--- config.mk ---
export PLATFORM = sky130hd
export DESIGN_NAME = cell_charge_monitor_unit
export DESIGN_NICKNAME = d
export VERILOG_FILES = /design/src/design/ccm_pkg.sv /design/src/design/cell_charge_monitor_unit.sv /design/src/design/ccm_accum.sv /design/src/design/ccm_classify.sv
export VERILOG_INCLUDE_DIRS = /design/src /design/src/design
export SDC_FILE = /design/constraint.sdc
export NUM_CORES = 1
export LEC_CHECK = 0
export BUFFER_PORTS_ARGS = -buffer_cell sky130_fd_sc_hd__buf_2
export CAP_MARGIN = 15
export CORE_MARGIN = 2
export CORE_UTILIZATION = 35
export CTS_BUF_LIST = sky130_fd_sc_hd__clkbuf_2 sky130_fd_sc_hd__clkbuf_4 sky130_fd_sc_hd__clkbuf_8
export DETAILED_ROUTE_END_ITERATION = 7
export PLACE_DENSITY = 0.6
export SLEW_MARGIN = 20
export SYNTH_ARGS = -nofsm -noshare
export SYNTH_HDL_FRONTEND = slang
export SYNTH_SLANG_ARGS = --single-unit
--- constraint.sdc ---
create_clock -name clk -period 11.2 [get_ports clk]
set_input_delay 1.12 -clock clk [delete_from_list [all_inputs] [get_ports clk]]
set_output_delay 1.12 -clock clk [all_outputs]
set_load 0.02 [all_outputs]
--- src/design/cell_charge_monitor_unit_defines.svh ---
// Assertion macros used by the charge monitor top module.
// The macros expect a clock named clk and an active-low reset named arst_n in scope.
`ifndef CELL_CHARGE_MONITOR_UNIT_DEFINES_SVH
`define CELL_CHARGE_MONITOR_UNIT_DEFINES_SVH
`ifndef SYNTHESIS
`define CCM_ASSERT(lbl, prop) \
	lbl: assert property (@(posedge clk) disable iff (!arst_n) prop) \
		else $error("ccm assertion failed");
`define CCM_ASSERT_IMPLY(lbl, pre, post) \
	`CCM_ASSERT(lbl, (pre) |-> (post))
`else
`define CCM_ASSERT(lbl, prop)
`define CCM_ASSERT_IMPLY(lbl, pre, post)
`endif
`endif

--- src/design/ccm_pkg.sv ---
`timescale 1ns / 1ps
package ccm_pkg;
	localparam int SAMPLES   = 16;
	localparam int NUM_CELLS = 4;
	localparam int LEVEL_W   = 10;
	localparam int AVG_SHIFT = 4;
	localparam int SUM_W     = LEVEL_W + $clog2(SAMPLES);
	localparam int CNT_W     = $clog2(SAMPLES + 1);
	localparam int CELL_W    = (NUM_CELLS > 1) ? $clog2(NUM_CELLS) : 1;
	localparam int MASK_W    = NUM_CELLS;
	localparam int REG_IDX_W = 3;
	localparam int BAR_W     = 3;

	localparam logic [LEVEL_W-1:0] LEVEL_MAX = {LEVEL_W{1'b1}};

	localparam logic [REG_IDX_W-1:0] REG_OPEN = 3'd0;
	localparam logic [REG_IDX_W-1:0] REG_BAD  = 3'd1;
	localparam logic [REG_IDX_W-1:0] REG_FULL = 3'd2;
	localparam logic [REG_IDX_W-1:0] REG_HOLD = 3'd3;
	localparam logic [REG_IDX_W-1:0] REG_BAR2 = 3'd4;
	localparam logic [REG_IDX_W-1:0] REG_BAR3 = 3'd5;
	localparam logic [REG_IDX_W-1:0] REG_BAR4 = 3'd6;

	localparam logic [LEVEL_W-1:0] RST_OPEN = 10'h3FB;
	localparam logic [LEVEL_W-1:0] RST_BAD  = 10'h1A6;
	localparam logic [LEVEL_W-1:0] RST_FULL = 10'h344;
	localparam logic [LEVEL_W-1:0] RST_HOLD = 10'h311;
	localparam logic [LEVEL_W-1:0] RST_BAR2 = 10'h201;
	localparam logic [LEVEL_W-1:0] RST_BAR3 = 10'h25B;
	localparam logic [LEVEL_W-1:0] RST_BAR4 = 10'h2B6;

	localparam logic OP_TICK   = 1'b0;
	localparam logic OP_SAMPLE = 1'b1;

	localparam logic KIND_PULSE  = 1'b0;
	localparam logic KIND_REPORT = 1'b1;

	localparam logic [1:0] ST_OPEN     = 2'd0;
	localparam logic [1:0] ST_BAD      = 2'd1;
	localparam logic [1:0] ST_FULL     = 2'd2;
	localparam logic [1:0] ST_CHARGING = 2'd3;

	typedef logic [LEVEL_W-1:0] level_t;
	typedef logic [MASK_W-1:0] mask_t;

	typedef struct packed {
		level_t open_level;
		level_t bad_level;
		level_t full_level;
		level_t hold_level;
		level_t bar2_level;
		level_t bar3_level;
		level_t bar4_level;
	} cfg_t;

	typedef struct packed {
		logic              done;
		level_t            avg;
		logic [CELL_W-1:0] cell_idx;
	} acc_t;

	typedef struct packed {
		logic             kind;
		mask_t            pulse_mask;
		logic [1:0]       cell_res;
		level_t           average;
		logic [1:0]       status;
		logic [BAR_W-1:0] bar_level;
		mask_t            charging_mask;
		mask_t            full_mask;
	} result_t;

	function automatic mask_t even_cells();
		mask_t m;
		for (int i = 0; i < MASK_W; i++) begin
			m[i] = ((i % 2) == 0);
		end
		return m;
	endfunction
endpackage

--- src/design/cell_charge_monitor_unit.sv ---
`timescale 1ns / 1ps
// Charge monitor for four cells measured in turn.
// The input channel (in_valid, in_stall) carries either a timer tick or one converter
// sample of the cell under measurement. A tick yields a pulse result at once; every
// sixteenth sample completes a set and yields a cell report, other samples yield nothing.
// The output channel (out_valid, out_stall) carries one result per transfer.
// Each transfer is captured in an input register, worked on from there and written to
// the output register, which offers the result to the receiver.
// One item is taken every cycle while the output is not stalled.
// When the receiver stalls, the pending result holds in the output register. Samples that
// complete no set keep flowing; once an item that yields a result waits in the input
// register, stall rises at the input.
// The user must write the threshold registers (wr_en, wr_index, wr_data) only while the
// block is idle; the block does not enforce this. An asynchronous reset clears sums,
// counts, masks and pulse phase, selects the first cell and loads default thresholds.
`include "cell_charge_monitor_unit_defines.svh"
module cell_charge_monitor_unit import ccm_pkg::*; (
	input  logic                 clk,
	input  logic                 arst_n,
	input  logic                 wr_en,
	input  logic [REG_IDX_W-1:0] wr_index,
	input  logic [LEVEL_W-1:0]   wr_data,
	input  logic                 in_valid,
	output logic                 in_stall,
	input  logic                 opcode,
	input  logic [9:0]           sample,
	output logic                 out_valid,
	input  logic                 out_stall,
	output logic                 kind,
	output logic [3:0]           pulse_mask,
	output logic [1:0]           cell_res,
	output logic [9:0]           average,
	output logic [1:0]           status,
	output logic [2:0]           bar_level,
	output logic [3:0]           charging_mask,
	output logic [3:0]           full_mask
);
	cfg_t    cfg_q;
	logic    valid_s1;
	logic    opcode_s1;
	level_t  sample_s1;
	logic    out_valid_q;
	result_t out_q;
	acc_t    acc;
	result_t res;
	logic    produces;
	logic    can_load;
	logic    adv;

	always_ff @(posedge clk or negedge arst_n) begin
		if (!arst_n) begin
			cfg_q.open_level <= RST_OPEN;
			cfg_q.bad_level  <= RST_BAD;
			cfg_q.full_level <= RST_FULL;
			cfg_q.hold_level <= RST_HOLD;
			cfg_q.bar2_level <= RST_BAR2;
			cfg_q.bar3_level <= RST_BAR3;
			cfg_q.bar4_level <= RST_BAR4;
		end else if (wr_en) begin
			case (wr_index)
				REG_OPEN: cfg_q.open_level <= wr_data;
				REG_BAD:  cfg_q.bad_level  <= wr_data;
				REG_FULL: cfg_q.full_level <= wr_data;
				REG_HOLD: cfg_q.hold_level <= wr_data;
				REG_BAR2: cfg_q.bar2_level <= wr_data;
				REG_BAR3: cfg_q.bar3_level <= wr_data;
				REG_BAR4: cfg_q.bar4_level <= wr_data;
				default: ;
			endcase
		end
	end

	assign produces = (opcode_s1 == OP_TICK) || acc.done;
	assign can_load = !out_valid_q || !out_stall;
	assign adv      = valid_s1 && (!produces || can_load);
	assign in_stall = valid_s1 && !adv;

	always_ff @(posedge clk or negedge arst_n) begin
		if (!arst_n) begin
			valid_s1 <= 1'b0;
		end else if (!in_stall) begin
			valid_s1 <= in_valid;
		end
	end

	always_ff @(posedge clk) begin
		if (!in_stall && in_valid) begin
			opcode_s1 <= opcode;
			sample_s1 <= sample;
		end
	end

	ccm_accum u_accum (
		.clk    (clk),
		.arst_n (arst_n),
		.step   (adv && (opcode_s1 == OP_SAMPLE)),
		.sample (sample_s1),
		.acc    (acc)
	);

	ccm_classify u_classify (
		.clk       (clk),
		.arst_n    (arst_n),
		.is_tick   (opcode_s1 == OP_TICK),
		.tick_en   (adv && (opcode_s1 == OP_TICK)),
		.report_en (adv && (opcode_s1 == OP_SAMPLE) && acc.done),
		.acc       (acc),
		.cfg       (cfg_q),
		.res       (res)
	);

	always_ff @(posedge clk or negedge arst_n) begin
		if (!arst_n) begin
			out_valid_q <= 1'b0;
		end else if (can_load) begin
			out_valid_q <= adv && produces;
		end
	end

	always_ff @(posedge clk) begin
		if (can_load && adv && produces) begin
			out_q <= res;
		end
	end

	assign out_valid     = out_valid_q;
	assign kind          = out_q.kind;
	assign pulse_mask    = out_q.pulse_mask;
	assign cell_res      = out_q.cell_res;
	assign average       = out_q.average;
	assign status        = out_q.status;
	assign bar_level     = out_q.bar_level;
	assign charging_mask = out_q.charging_mask;
	assign full_mask     = out_q.full_mask;

	`CCM_ASSERT_IMPLY(a_masks_disjoint, out_valid, (charging_mask & full_mask) == 4'd0)
	`CCM_ASSERT_IMPLY(a_bar_iff_charging, out_valid && (kind == KIND_REPORT), (status == ST_CHARGING) == (bar_level != 3'd0))
	`CCM_ASSERT_IMPLY(a_pulse_in_charging, out_valid && (kind == KIND_PULSE), (pulse_mask & ~charging_mask) == 4'd0)
	`CCM_ASSERT_IMPLY(a_stall_cause, in_stall, out_valid && out_stall)
endmodule

--- src/design/ccm_accum.sv ---
`timescale 1ns / 1ps
module ccm_accum import ccm_pkg::*; (
	input  logic               clk,
	input  logic               arst_n,
	input  logic               step,
	input  level_t             sample,
	output acc_t               acc
);
	logic [SUM_W-1:0]  sum_q;
	logic [CNT_W-1:0]  count_q;
	logic [CELL_W-1:0] cell_q;
	logic [SUM_W-1:0]  sum_next;
	logic [SUM_W-1:0]  shifted;
	logic              done;

	assign sum_next = sum_q + SUM_W'(sample);
	assign shifted  = sum_next >> AVG_SHIFT;
	assign done     = (count_q == CNT_W'(SAMPLES - 1));

	always_comb begin
		acc.done     = done;
		acc.cell_idx = cell_q;
		if (shifted > SUM_W'(LEVEL_MAX)) begin
			acc.avg = LEVEL_MAX;
		end else begin
			acc.avg = shifted[LEVEL_W-1:0];
		end
	end

	always_ff @(posedge clk or negedge arst_n) begin
		if (!arst_n) begin
			sum_q   <= '0;
			count_q <= '0;
			cell_q  <= '0;
		end else if (step) begin
			if (done) begin
				sum_q   <= '0;
				count_q <= '0;
				if (cell_q == CELL_W'(NUM_CELLS - 1)) begin
					cell_q <= '0;
				end else begin
					cell_q <= cell_q + CELL_W'(1);
				end
			end else begin
				sum_q   <= sum_next;
				count_q <= count_q + CNT_W'(1);
			end
		end
	end
endmodule

--- src/design/ccm_classify.sv ---
`timescale 1ns / 1ps
module ccm_classify import ccm_pkg::*; (
	input  logic    clk,
	input  logic    arst_n,
	input  logic    is_tick,
	input  logic    tick_en,
	input  logic    report_en,
	input  acc_t    acc,
	input  cfg_t    cfg,
	output result_t res
);
	mask_t            charge_q;
	mask_t            full_q;
	logic             phase_q;
	mask_t            cell_bit;
	mask_t            charge_new;
	mask_t            full_new;
	mask_t            pulse;
	logic [1:0]       status_c;
	logic [BAR_W-1:0] bar_c;

	always_comb begin
		cell_bit   = MASK_W'(1) << acc.cell_idx;
		charge_new = charge_q & ~cell_bit;
		full_new   = full_q & ~cell_bit;
		status_c   = ST_OPEN;
		bar_c      = '0;
		if (acc.avg >= cfg.open_level) begin
			status_c = ST_OPEN;
		end else if (acc.avg < cfg.bad_level) begin
			status_c = ST_BAD;
		end else if ((acc.avg >= cfg.full_level) ||
				((acc.avg > cfg.hold_level) && ((full_q & cell_bit) != '0))) begin
			full_new = full_q | cell_bit;
			status_c = ST_FULL;
		end else begin
			charge_new = charge_new | cell_bit;
			status_c   = ST_CHARGING;
			bar_c      = BAR_W'(1) + BAR_W'(acc.avg >= cfg.bar2_level)
				+ BAR_W'(acc.avg >= cfg.bar3_level) + BAR_W'(acc.avg >= cfg.bar4_level)
				+ BAR_W'(acc.avg >= cfg.hold_level);
		end
	end

	assign pulse = charge_q & (phase_q ? even_cells() : ~even_cells());

	always_comb begin
		if (is_tick) begin
			res.kind          = KIND_PULSE;
			res.pulse_mask    = pulse;
			res.cell_res      = '0;
			res.average       = '0;
			res.status        = ST_OPEN;
			res.bar_level     = '0;
			res.charging_mask = charge_q;
			res.full_mask     = full_q;
		end else begin
			res.kind          = KIND_REPORT;
			res.pulse_mask    = '0;
			res.cell_res      = 2'(acc.cell_idx);
			res.average       = acc.avg;
			res.status        = status_c;
			res.bar_level     = bar_c;
			res.charging_mask = charge_new;
			res.full_mask     = full_new;
		end
	end

	always_ff @(posedge clk or negedge arst_n) begin
		if (!arst_n) begin
			charge_q <= '0;
			full_q   <= '0;
			phase_q  <= 1'b0;
		end else begin
			if (tick_en) begin
				phase_q <= ~phase_q;
			end
			if (report_en) begin
				charge_q <= charge_new;
				full_q   <= full_new;
			end
		end
	end
endmodule

==> impl_metrics.csv, run 1 <==
group,metric,value,unit
global_route,grt_pass1_wl,27800,um
clocking,ctsRootBufferMaster,"sky130_fd_sc_hd__clkbuf_8",
power,p_leak,4.09,nW
hold_path,hold_path.class,"flop to flop",
floorplanning,chipHeight,154,um
routing,firstDrtPassIters,6,
routing,drt-initial-drc-count,342,
job,cap_violations,0,
critical_path,worst_path_max_delay_cell,"sky130_fd_sc_hd__xor2_1",
global_route,via_count_of_the_first_global_routing_pass,5302,
yosys,synth_async_sr_flop_share,0.713,
place,gpl_congestion,0.796,
global_route,globalRoute.totalOverflow,0,
layout,commonest_non_fill_non_tap_cell_in_the_layout,"sky130_fd_sc_hd__ha_1",
floorplanning,die_width,154,um
layout,area_of_the_multi_input_gates,0.00370,mm2
clocking,cts.htree.levels,4,
sta,finalMaxSlewViolations,0,
yosys,dominantRegCellSynth,"sky130_fd_sc_hd__dfrtp_1",
critical_path,cp-start-kind,"flop",
place,count_of_input_and_output_buffers,60,
yosys,synth_warnings,0,
routing,route.vias.total,5196,
sta,fmax,200,MHz
global_route,grtUsageTotal,0.148,
clocking,ctsHoldBuffers,0,
yosys,postSynthCellCount,696,
layout,layout.cells.most_common_list,"sky130_fd_sc_hd__ha_1 (87), sky130_fd_sc_hd__inv_1 (72), sky130_fd_sc_hd__nand2_1 (68)",
layout,finalNetCount,888,
place,post-place-ws,6.18,ns
sta,max_slew.worst_pin.slew,0.934,ns
critical_path,r2r_start,"sample_s1[0]",
yosys,syn_nets,814,
sta,final_hold_viol_count,0,
critical_path,setup.worst_path.end_class,"flop",
sta,finalSetupViolations,0,
critical_path,timing.critical_path.arrival,5.20,ns
floorplanning,top_level_ports,61,
hold_path,worst_hold_path.endpoint,"cfg_q[55]",
critical_path,crit_path_frequent_cell,"sky130_fd_sc_hd__ha_1",
sta,finClkSkew,0.0134,ns
clocking,cts_inserted_buffers,17,
sta,rsz_0062_raised_after_global_routing,"no",
yosys,synth_seq_cells,143,
floorplanning,starting_density_of_the_core,0.358,
clocking,clk_path_buf_depth,2,
sta,final_critical_path_setup_slack,6.21,ns
critical_path,timing.rr.end,"bar_level[1]",
power,pwrdens,254,mW/mm2
yosys,netlist-cell-type-count,58,
routing,post_drt_via_cell_ratio,4.89,
routing,wl_per_cell,15.4,um
layout,fillerInstances,2153,
critical_path,r2r_cells,17,
yosys,synth_enable_flop_cells,41,
run_status,outcome,"complete, no violations",
sta,setup_total_negative_slack,0,ns
critical_path,path_cells,"ha_1 > fa_1 > nand3_1 > a211oi_1 > o211ai_1 > nand2_1 > xor2_1 > ha_1 > nand4_1 > inv_1 > a2111oi_4 > nor2b_1 > fa_1 > inv_1 > ha_1 > ha_1 > and3_1",
power,power.ir.vdd_worst,0.000109,V
clocking,clock_pin_transition_on_the_worst_setup_and_hold_timing_paths,0.09,ns
sta,final_period_minus_worst_setup_slack,4.99,ns
global_route,grt_start_max_net_pins,77,
yosys,synth-seq-area-share,0.489,
yosys,syn_area_per_cell,11.3,um2
critical_path,crit_path_max_fanout,8,
clocking,cts.sink_count,143,
critical_path,slowest_delay,0.68,ns
sta,layout_worst_path_cycle_share,0.445,
layout,layout.area.seq,0.00383,mm2
hold_path,worst_hold_path.num_cells,2,
hold_path,hold_start,"cfg_q[55]",
clocking,postCtsSetupRepairBufs,0,
critical_path,path_class,"flop to flop",
clocking,cts_tree,"done",
global_route,antenna_violations_before_repair,0,
layout,layout-drive-gt1-share,0.240,
layout,area_delta_synth_final,13.9,%
floorplanning,fp.coreArea,0.0219,mm2
floorplanning,fp-row-count,54,
layout,count_of_inserted_antenna_diode_cells,0,
critical_path,worst_ep_required_time,11.42,ns
sta,relSlewSlack,0.375,
clocking,worstSkewPairLatency,0.46,ns
routing,postRouteWirelength,16400,um
routing,detail_route.drc_violations,0,
yosys,syn_area,0.00783,mm2
critical_path,setup.reg_to_reg.worst_slack,6.21,ns
place,hpwl,12100,um
floorplanning,die_area,0.0236,mm2
routing,drtAntennaViolNets,0,
clocking,ctsResizeCount,0,
==> flip-flops by register name, indices dropped and copies added (netlist names), 3 cells and up <==
name	cells
cfg_q	70
u_accum.sum_q	14
average	10
sample_s1	10
u_accum.count_q	5
charging_mask	4
full_mask	4
pulse_mask	4
u_classify.charge_q	4
u_classify.full_q	4
bar_level	3
==> worst max-delay path by stage <==
stage	from	to	slack, ns	cells after the start
after floorplan	sample_s1[0]	bar_level[1]	6.84	17
after global placement	sample_s1[0]	bar_level[1]	6.27	17
after detailed placement	sample_s1[0]	bar_level[1]	6.18	17
after CTS	sample_s1[0]	bar_level[1]	6.15	17
after global routing	sample_s1[1]	bar_level[1]	5.75	16
final	sample_s1[0]	bar_level[1]	6.21	17
==> stage by stage <==
| step | std cells | area, um2 | power, mW | hold WS [ns] | util |
|---|---|---|---|---|---|
| after floorplan | 696 | 7830 | 1.55 | 0.449 | - |
| after global routing | 1063 | 8920 | 2.49 | 0.517 | 0.408 |
| final | 1063 | 8920 | 2.27 | 0.496 | 0.408 |
| after CTS | 1062 | 8870 | 2.29 | 0.496 | 0.405 |
| after detailed placement | 1030 | 8490 | 1.87 | 0.483 | 0.388 |
| after global placement | 1030 | 8490 | 1.84 | 0.474 | 0.388 |
==> final cells by class <==
class	count	share of cell area
Clock buffer	17	0.0262
Clock inverter	15	0.0165
Inverter	73	0.0307
Multi-Input combinational cell	466	0.414
Sequential cell	143	0.429
Tap cell	280	0.0393
Timing Repair Buffer	69	0.0438
==> report_power, final <==
group	switching, mW	total (mW)	leakage, nW	internal [mW]
Clock	0.223	0.405	0.192	0.182
Sequential	0.0543	0.727	1.60	0.673
Combinational	0.660	1.13	2.30	0.473
==> cell families (layout without fill, tap and decap cells) <==
| family | count (synthesis) | after routing | synth area share |
|---|---|---|---|
| multiplexers | 50 | 50 | 0.0719 |
| AND/OR/NAND/NOR | 152 | 152 | 0.0991 |
| flip-flops | 143 | 143 | 0.489 |
| AO/OA/AOI/OAI | 161 | 161 | 0.138 |
| buffers and inverters | 87 | 174 | 0.0419 |
| XOR/XNOR | 14 | 14 | 0.0157 |
| adder cells (fa/ha/maj) | 89 | 89 | 0.144 |
==> cells in the mapped netlist, drive strengths merged (2+ instances only) <==
master   number  area (um2)
nor3          5        40.0
a21o         15         113
fa            2        40.0
nor3b         5        47.5
o21a          4        30.0
o2111ai       2        17.5
o211a         2        20.0
a22o         10        87.6
o21bai        2        18.8
a22oi         2        15.0
xnor2         8        70.1
and2         12        75.1
edfxtp       41        1230
o21ai        63         323
clkbuf       13        48.8
a31oi         3        33.8
nand4         5        31.3
a211o         2        17.5
nor2b         5        31.3
and3          5        31.3
o211ai        5        37.5
nand3        11        55.1
o31ai         3        22.5
nand2b        5        31.3
dfstp        36         946
nand4b        3        26.3
dfrtp        66        1650
xor2          6        52.6
a211oi       10        85.1
and4          2        17.5
a21oi        33         180
a221o         2        20.0
inv          73         274
mux2         50         563
nand2        68         255
nor2         19        71.3
ha           87        1090
or2           3        18.8
==> per-layer routing <==
layer  share of wire  GRT usage  up-vias
li1                -          -     2636
met1            0.51      0.205     2469
met2            0.44      0.232       76
met3           0.034     0.0378       15
met4           0.014     0.0419        0
met5               0          0        -
==> worst max-delay path: cells and delay by family, from the launching register on <==
kind,cells,cell delay [ns]
and+or+nand+nor,5,0.87
xor gates and xnor gates,1,0.68
AOI/OAI and AO/OA,3,0.78
buffers and inverters,2,0.17
DFF,1,0.37
adders and majority gates,6,1.86
Power figures use the tool's default switching activity.
==> inputs of run 2 (changes only) <==
- ABC_AREA: default -> 1
- clock period: 11.2 -> 5 ns (I/O delays scaled with it)
==> impl_metrics.csv, run 2 <==
group,metric,value,unit
yosys,syn_area_per_cell,8.74,um2
global_route,globalRoute.totalOverflow,0,
sta,layout_worst_path_cycle_share,0.856,
yosys,post-synth-top-count-cell,"sky130_fd_sc_hd__nand2_1",
layout,finish.instance_area,0.00901,mm2
critical_path,worst_ep_required_time,5.22,ns
clocking,ctsHoldBuffers,0,
place,gpl_congestion,0.845,
yosys,synth_top_family_by_area,"simple AND/OR/NAND/NOR gates",
yosys,synth.area.mux_share,0,
power,p_int,2.91,mW
clocking,cts.htree.levels,4,
clocking,cts_inserted_buffers,17,
global_route,grt_start_max_net_pins,57,
yosys,synth_seq_cells,143,
global_route,grtUsageTotal,0.163,
yosys,synth_fa_ha_area_frac,0.141,
power,p_leak,4.49,nW
floorplanning,fp.coreArea,0.0226,mm2
sta,final.hold.worst_slack,0.0936,ns
sta,setup_total_negative_slack,0,ns
yosys,synth_top_cells_by_area,"sky130_fd_sc_hd__dfrtp_1 (21%), sky130_fd_sc_hd__edfxtp_1 (15%), sky130_fd_sc_hd__ha_1 (14%), sky130_fd_sc_hd__dfstp_2 (12%), sky130_fd_sc_hd__nand2_1 (12%)",
critical_path,crit_path_max_fanout,7,
routing,wl_per_cell,14.7,um
yosys,syn_nets,1034,
job,cap_violations,0,
critical_path,path_class,"flop to flop",
power,p_sw_frac,0.430,
layout,largest_registers,"cfg_q (70), u_accum.sum_q (14)",
floorplanning,fp-row-count,55,
sta,final_hold_viol_count,0,
critical_path,timing.critical_path.arrival,4.50,ns
yosys,synth_async_sr_flop_share,0.713,
global_route,antenna_violations_before_repair,0,
yosys,postSynthCellCount,916,
sta,finalMaxSlewViolations,0,
yosys,synth_largest_area_cell,"sky130_fd_sc_hd__dfrtp_1",
routing,drt-initial-drc-count,370,
place,count_of_input_and_output_buffers,60,
power,pwrdens,567,mW/mm2
clocking,ctsResizeCount,0,
power,power.ir.vdd_worst,0.000215,V
power,p_seq_frac,0.326,
sta,fmax,234,MHz
global_route,grt_pass1_wl,30200,um
clocking,postCtsSetupRepairBufs,0,
clocking,clk_path_buf_depth,2,
clocking,cts.sink_count,143,
clocking,clock_pin_transition_on_the_worst_setup_and_hold_timing_paths,0.08,ns
sta,final_period_minus_worst_setup_slack,4.28,ns
sta,relSlewSlack,0.420,
sta,finClkSkew,0.0110,ns
routing,postRouteWirelength,18800,um
sta,rsz_0062_raised_after_global_routing,"no",
yosys,netlist-cell-type-count,46,
layout,commonest_non_fill_non_tap_cell_in_the_layout,"sky130_fd_sc_hd__nand2_1",
layout,layout-drive-gt1-share,0.152,
power,power.net_switching,2.20,mW
run_status,outcome,"complete, no violations",
clocking,cts_tree,"done",
layout,finalNetCount,1097,
yosys,synth_warnings,0,
yosys,compound_gate_fraction_of_synth_area,0.0997,
floorplanning,starting_density_of_the_core,0.355,
floorplanning,chipHeight,155,um
layout,layout.cells.most_common_list,"sky130_fd_sc_hd__nand2_1 (250), sky130_fd_sc_hd__inv_1 (133), sky130_fd_sc_hd__ha_1 (87)",
layout,count_of_inserted_antenna_diode_cells,0,
yosys,yosys.area_share.simple,0.195,
sta,finalSetupViolations,0,
yosys,synth-xor-area-share,0.0108,
power,fin_total_pwr,5.11,mW
floorplanning,die_area,0.0241,mm2
layout,area_delta_synth_final,12.5,%
layout,largest-register,"cfg_q",
routing,detail_route.drc_violations,0,
place,detailed_place.area,0.00861,mm2
critical_path,setup.worst_path.end_class,"flop",
clocking,ctsRootBufferMaster,"sky130_fd_sc_hd__clkbuf_8",
sta,max_slew.worst_pin.slew,0.868,ns
yosys,dominantRegCellSynth,"sky130_fd_sc_hd__dfrtp_1",
sta,final_critical_path_setup_slack,0.722,ns
place,hpwl,13700,um
routing,drtAntennaViolNets,0,
global_route,via_count_of_the_first_global_routing_pass,5754,
power,p_comb_frac,0.485,
yosys,syn_area,0.00801,mm2
hold_path,hold_path.class,"primary input to asynchronous set/reset pin",
floorplanning,die_width,155,um
place,post-place-ws,0.793,ns
yosys,synth-seq-area-share,0.478,
clocking,worstSkewPairLatency,0.47,ns
routing,firstDrtPassIters,5,
layout,largest_register_ff_count,70,
yosys,synth_top_area_share,0.206,
critical_path,cp-start-kind,"flop",
yosys,synth_enable_flop_cells,41,
routing,route.vias.total,6055,
floorplanning,top_level_ports,61,
power,clock_power_share,0.189,
routing,post_drt_via_cell_ratio,4.74,
yosys,ys_top_cells_by_count,"sky130_fd_sc_hd__nand2_1 (250), sky130_fd_sc_hd__inv_1 (133), sky130_fd_sc_hd__ha_1 (87), sky130_fd_sc_hd__o21ai_0 (78), sky130_fd_sc_hd__dfrtp_1 (66)",
## run 2: final timing paths
kind / start / endpoint / slack (ns) / cells past startpoint
setup / recovery: sample_s1[2] / bar_level[1] / 0.72 / 23
hold / removal: arst_n / u_accum.sum_q[3] / 0.09 / 1
setup reg to reg: sample_s1[2] / bar_level[1] / 0.72 / 23
hold reg to reg: cfg_q[25] / cfg_q[25] / 0.49 / 2
max in group asynchronous: arst_n / cfg_q[25] / 3.79 / 2
min in group clk: sample[6] / sample_s1[6] / 0.20 / 1
## run 2: through the flow
| stage | instances | util |
|---|---|---|
| after floorplan | 916 | - |
| after global placement | 1245 | 0.381 |
| after detailed placement | 1245 | 0.381 |
| after CTS | 1277 | 0.399 |
| after global routing | 1277 | 0.399 |
| final | 1277 | 0.399 |
## run 2: worst max-delay path: stages (launching register included)
cell	delay [ns]
sky130_fd_sc_hd__edfxtp_1	0.37
sky130_fd_sc_hd__ha_1	0.38
sky130_fd_sc_hd__nand3_1	0.11
sky130_fd_sc_hd__nand3_1	0.12
sky130_fd_sc_hd__inv_2	0.09
sky130_fd_sc_hd__nor2_1	0.04
sky130_fd_sc_hd__nor2_1	0.16
sky130_fd_sc_hd__o21bai_2	0.10
sky130_fd_sc_hd__nand2_1	0.08
sky130_fd_sc_hd__nand2_1	0.05
sky130_fd_sc_hd__nand2_1	0.07
sky130_fd_sc_hd__nand2_1	0.08
sky130_fd_sc_hd__inv_1	0.26
sky130_fd_sc_hd__ha_1	0.31
sky130_fd_sc_hd__a21oi_1	0.15
sky130_fd_sc_hd__nor2_1	0.06
sky130_fd_sc_hd__a211oi_1	0.18
sky130_fd_sc_hd__nand4_1	0.25
sky130_fd_sc_hd__fa_1	0.59
sky130_fd_sc_hd__inv_1	0.04
sky130_fd_sc_hd__ha_1	0.19
sky130_fd_sc_hd__ha_1	0.27
sky130_fd_sc_hd__inv_1	0.06
sky130_fd_sc_hd__nor2_1	0.04
## run 2: layout make-up
cell class,instances,area (um2)
Clock buffer,20,256
Clock inverter,12,145
Fill cell,2277,13600
Inverter,137,517
Multi-Input combinational cell,617,3580
Sequential cell,143,3830
Tap cell,285,357
Timing Repair Buffer,63,325
## run 2: layer usage
metal	vias to the layer above	global-route usage	routed length, um
li1	3099	-	-
met1	2824	0.231	9380
met2	116	0.251	8420
met3	16	0.0362	787
met4	0	0.0446	206
met5	-	0	0
## run 2: logic make-up after synthesis
family	count (synthesis)
AOI/OAI and AO/OA	146
xor gates and xnor gates	9
adders and majority gates	89
buffers and inverters	156
DFF	143
and+or+nand+nor	373
## run 2: power groups by stage
| stage | sequential [mW] | clock, mW | combinational, mW |
|---|---|---|---|
| 3_5_place_dp | 1.69 | 0 | 2.46 |
| 4_1_cts | 1.66 | 0.986 | 2.49 |
| 3_3_place_gp | 1.68 | 0 | 2.43 |
| 2_1_floorplan | 1.70 | 0 | 1.78 |
| 5_1_grt | 1.69 | 1.03 | 2.88 |
| 6_report | 1.66 | 0.967 | 2.48 |
